===== src/rtl/rgp_pkg.sv =====
`default_nettype none

package rgp_pkg;

    localparam int FRAC_BITS  = 16;
    localparam int EPSILON    = 1;

    // floored product width: 64-bit product with the fraction bits dropped
    localparam int PROD_W     = 64 - FRAC_BITS;

    // front-to-back queue
    localparam int QDEPTH     = 4;
    localparam int QAW        = $clog2(QDEPTH);

    // square root: one result bit per step, 64-bit radicand
    localparam int SQRT_STEPS = 32;
    localparam int SQ_REM_W   = 35;

    // divider: 33 quotient bits, anything larger saturates
    localparam int DIV_STEPS  = 33;
    localparam int DIVW       = 34;
    localparam int DREM_W     = DIVW + FRAC_BITS;
    localparam int DTRIAL_W   = DIVW + DIV_STEPS - 1;

    localparam logic [3:0] REG_CENTER_XY    = 4'd0;
    localparam logic [3:0] REG_START_RADIUS = 4'd1;
    localparam logic [3:0] REG_DELTA_X      = 4'd2;
    localparam logic [3:0] REG_DELTA_Y      = 4'd3;
    localparam logic [3:0] REG_DELTA_RADIUS = 4'd4;
    localparam logic [3:0] REG_T_START      = 4'd5;
    localparam logic [3:0] REG_T_END        = 4'd6;
    localparam logic [3:0] REG_EXTEND_MODE  = 4'd7;

    localparam logic signed [31:0] S32_MAX = 32'sh7FFF_FFFF;
    localparam logic signed [31:0] S32_MIN = 32'sh8000_0000;
    localparam logic signed [63:0] SAT_HI  = 64'sh0000_0000_7FFF_FFFF;
    localparam logic signed [63:0] SAT_LO  = -64'sh0000_0000_8000_0000;
    localparam logic signed [31:0] EPS_Q   = 32'(EPSILON);
    localparam logic signed [32:0] ONE_Q   = 33'sd1 <<< FRAC_BITS;
    localparam logic signed [31:0] T_END_RESET = 32'sd65536;

    typedef struct packed {
        logic signed [31:0] pixel_x;
        logic signed [31:0] pixel_y;
    } pixel_t;

    typedef struct packed {
        logic               valid_res;
        logic signed [31:0] t_value;
    } result_t;

    typedef struct packed {
        logic signed [31:0] center_x;
        logic signed [31:0] center_y;
        logic        [30:0] start_radius;
        logic signed [31:0] delta_x;
        logic signed [31:0] delta_y;
        logic signed [31:0] delta_radius;
        logic signed [31:0] t_start;
        logic signed [31:0] t_end;
        logic        [1:0]  extend_mode;
        logic signed [31:0] quad;
        logic signed [32:0] t_span;
    } cfg_t;

    // classified item handed from front to back
    typedef struct packed {
        logic               dead;   // no root can qualify
        logic               lin;    // linear case
        logic signed [31:0] b;
        logic signed [31:0] c;
        logic [PROD_W-1:0]  disc;   // discriminant, zero when unused
    } job_t;

    function automatic logic signed [31:0] sat32(input logic signed [63:0] v);
        logic signed [31:0] r;
        if (v > SAT_HI) begin
            r = S32_MAX;
        end else if (v < SAT_LO) begin
            r = S32_MIN;
        end else begin
            r = v[31:0];
        end
        return r;
    endfunction

endpackage

`default_nettype wire


===== src/rtl/rgp_queue.sv =====
`default_nettype none

module rgp_queue import rgp_pkg::*; (
    input  logic aclk,
    input  logic aresetn,
    input  logic push,
    input  job_t push_job,
    input  logic pop,
    output logic not_full,
    output logic empty,
    output job_t head
);

    job_t           mem_reg [QDEPTH];
    logic [QAW-1:0] wr_ptr_reg, rd_ptr_reg;
    logic [QAW:0]   count_reg;

    always_ff @(posedge aclk) begin
        if (!aresetn) begin
            wr_ptr_reg <= '0;
            rd_ptr_reg <= '0;
            count_reg  <= '0;
        end else begin
            if (push) wr_ptr_reg <= wr_ptr_reg + 1'b1;
            if (pop)  rd_ptr_reg <= rd_ptr_reg + 1'b1;
            if (push && !pop) begin
                count_reg <= count_reg + 1'b1;
            end else if (pop && !push) begin
                count_reg <= count_reg - 1'b1;
            end
        end
    end

    always_ff @(posedge aclk) begin
        if (push) mem_reg[wr_ptr_reg] <= push_job;
    end

    assign not_full = count_reg != (QAW+1)'(QDEPTH);
    assign empty    = count_reg == '0;
    assign head     = mem_reg[rd_ptr_reg];

endmodule

`default_nettype wire


===== config.mk =====
export PLATFORM = sky130hd
export DESIGN_NAME = rgp_queue
export DESIGN_NICKNAME = d
export VERILOG_FILES = /design/src/rtl/rgp_pkg.sv /design/src/rtl/rgp_queue.sv
export SDC_FILE = /design/constraint.sdc
export NUM_CORES = 1
export LEC_CHECK = 0
export BUFFER_PORTS_ARGS = -buffer_cell sky130_fd_sc_hd__buf_2
export CAP_MARGIN = 20
export CORE_UTILIZATION = 57
export CTS_CLUSTER_DIAMETER = 30
export DETAILED_ROUTE_END_ITERATION = 16
export PLACE_DENSITY = 0.75
export SLEW_MARGIN = 20
export SYNTH_ARGS = -nofsm -noshare
export SYNTH_HDL_FRONTEND = slang
export SYNTH_SLANG_ARGS = --single-unit
export TNS_END_PERCENT = 10

===== constraint.sdc =====
create_clock -name aclk -period 4.75 [get_ports aclk]
set_clock_uncertainty 0.2 [all_clocks]
set_input_delay 0.2375 -clock aclk [delete_from_list [all_inputs] [get_ports aclk]]
set_output_delay 0.2375 -clock aclk [all_outputs]
set_load 0.005 [all_outputs]

==> flow_metrics.tcl <==
set metrics [dict create \
    status "finished, final reports clean" \
    cts.repair.resized 0 \
    coreArea_sq_um 28900 \
    ys.warnings.count 0 \
    die_y_um 174 \
    worst_pin_slew_ps 1120 \
    max_freq_mhz 315 \
    crit_path_end_kind "primary output" \
    synth_cell_types 21 \
    finalHoldViolCount 0 \
    synth-compound-area-share 0.000740 \
    syn2layout_area_growth_pct 33.1 \
    layout.cells.non_filler 1510 \
    dr.pass1.iters 5 \
    rsz0062_at_grt "no" \
    grt_use_met3 0.0615 \
    numPlacedInstances 1242 \
    grt_pass1_wl_um 53500 \
    async_reset_ff_frac 0 \
    drt_wl_total_um 35200 \
    final-setup-viol-count 0 \
    slew_headroom 0.256 \
    drive_gt1_frac 0.440 \
    powerDensity_nw_per_um2 514 \
    cts_hold_buf 117 \
    ys.flop_type "edfxtp_1" \
    synth-simple-area-share 0.00540 \
    met2_usage 0.392 \
    vdd_drop_max_uv 427 \
    num_vias 8392 \
    routedWlPerCell_um 23.3 \
    synth_top_family_by_area "multiplexers" \
    finish.instance_area_sq_um 22500 \
    max_cap_viol_count 0 \
    detail-route-antenna-nets 0 \
    start_util 0.584 \
    overflow 0 \
    ioPinCount 234 \
    fin_crit_ps 3170 \
    rows 62 \
    syn_nets 764 \
    busiest_layer "met2" \
    clockBufferDepth 3 \
    port-buffer-count 233 \
    arrival_ps 2730 \
    grt_max_degree 71 \
    drt_iter0_drc 730 \
    slowest_stage "dfxtp_4" \
    viasPerCell 5.56 \
    clk_latency_ps 570 \
    p_leak_nw 7.85 \
    die_w_um 174 \
    htreeDepth 3 \
    cts-root-buf "clkbuf_16" \
    clk_pin_slew_ps 60 \
    cts_tree "built" \
    grt_usage 0.238 \
    path_class "register to primary output" \
    startpoint_type "register" \
    largest_reg_flops 456 \
    crit_buf_inv 2 \
    dp_hpwl_um 17600 \
    finalNetCount 1182 \
    postPlaceCellArea_sq_um 18500 \
    first_global_vias 9151 \
    hold_class "primary input to register" \
    fin_crit_sh 0.668 \
    syn_inst 640 \
    yosysSeqAreaShare 0.821 \
    synth-adder-area-share 0.00488 \
    path_cells "buf_4, mux4_2, buf_2" \
    cts_buffers 81 \
    syn_area_sq_um 16900 \
    die_area_sq_um 30400 \
    antenna_found_initial 0 \
    grtUsageMet1 0.315 \
    critPathMaxFanout 70 \
    crit_family "flip-flops" \
    synth_xor_area_frac 0.00259 \
    cts_setup_buffers 0 \
    ys_seq_elements 465 \
    worst_ep_required_time_ps 4310 \
    clock_sinks 465 \
    drc_errors 0 \
    critPathMaxStageDelay_ps 1050 \
    synth_edf_count 456 \
    maxSlewViolCount 0 \
    gp_congestion 0.725 \
    setup_tns_ps 0 \
    layout_common_cells "edfxtp_1, buf_2, dlygate4sd3_1" \
    fin_hold_ws_ps 207 \
    layout_commonest_cell "edfxtp_1" \
    muxShareOfSynthArea 0.153 \
    synth.avg_cell_area_sq_um 26.4 \
]
## Yosys cell counts (all sizes together) (3+ instances only)
| library cell | n | area (sq um) |
|---|---|---|
| edfxtp | 456 | 13700 |
| mux4 | 114 | 2570 |
| buf | 21 | 181 |
| and2 | 9 | 56.3 |
| dfxtp | 9 | 180 |
| clkbuf | 5 | 18.8 |
| ha | 5 | 62.6 |
| inv | 4 | 15.0 |
| xor2 | 3 | 26.3 |
## cells by family after synthesis
logic type,count (synthesis)
flip-flops,465
multiplexers,116
buffers and inverters,30
AND/OR/NAND/NOR,16
adder cells (fa/ha/maj),6
XOR/XNOR,5
AO/OA/AOI/OAI,2
## through the flow
stage	power [mW]	utilization	setup slack, ps
6_report	11.6	0.778	1580
5_1_grt	11.9	0.778	1480
4_1_cts	11.6	0.778	1600
3_5_place_dp	5.65	0.639	2210
3_3_place_gp	5.63	0.639	2220
2_1_floorplan	5.31	-	899
## routing by layer
metal | vias to the layer above | wire (um)
met5 | - | 0
met4 | 0 | 574
met3 | 57 | 2500
met2 | 349 | 17900
met1 | 4349 | 14200
li1 | 3637 | -
## power by group
group | switching, mW | leakage, nW | internal (mW)
Sequential | 0.0916 | 4.26 | 4.73
Clock | 2.05 | 1.35 | 3.85
Combinational | 0.398 | 2.23 | 0.446
Total | 2.54 | 7.85 | 9.02
## area by class of cell
type                            instances  area, sq um
Sequential cell                       465        13900
Fill cell                            1395         6430
Multi-Input combinational cell        145         2830
Timing Repair Buffer                  361         2470
Clock buffer                           92         2070
Clock inverter                         58          757
Tap cell                              384          480
Inverter                                4         15.0
Antenna cell                            1         2.50
## worst paths after layout
| check | slack [ps] | endpoint | from | cells past startpoint |
|---|---|---|---|---|
| worst max-delay path | 1580 | head[75] | register | 3 |
| worst min-delay path | 210 | mem_reg[0][3] | push_job[3] | 2 |
| worst max register to register | 2360 | mem_reg[3][41] | wr_ptr_reg[0] | 3 |
| worst min register to register | 370 | count_reg[2] | count_reg[2] | 2 |
Power figures use the tool's default switching activity.
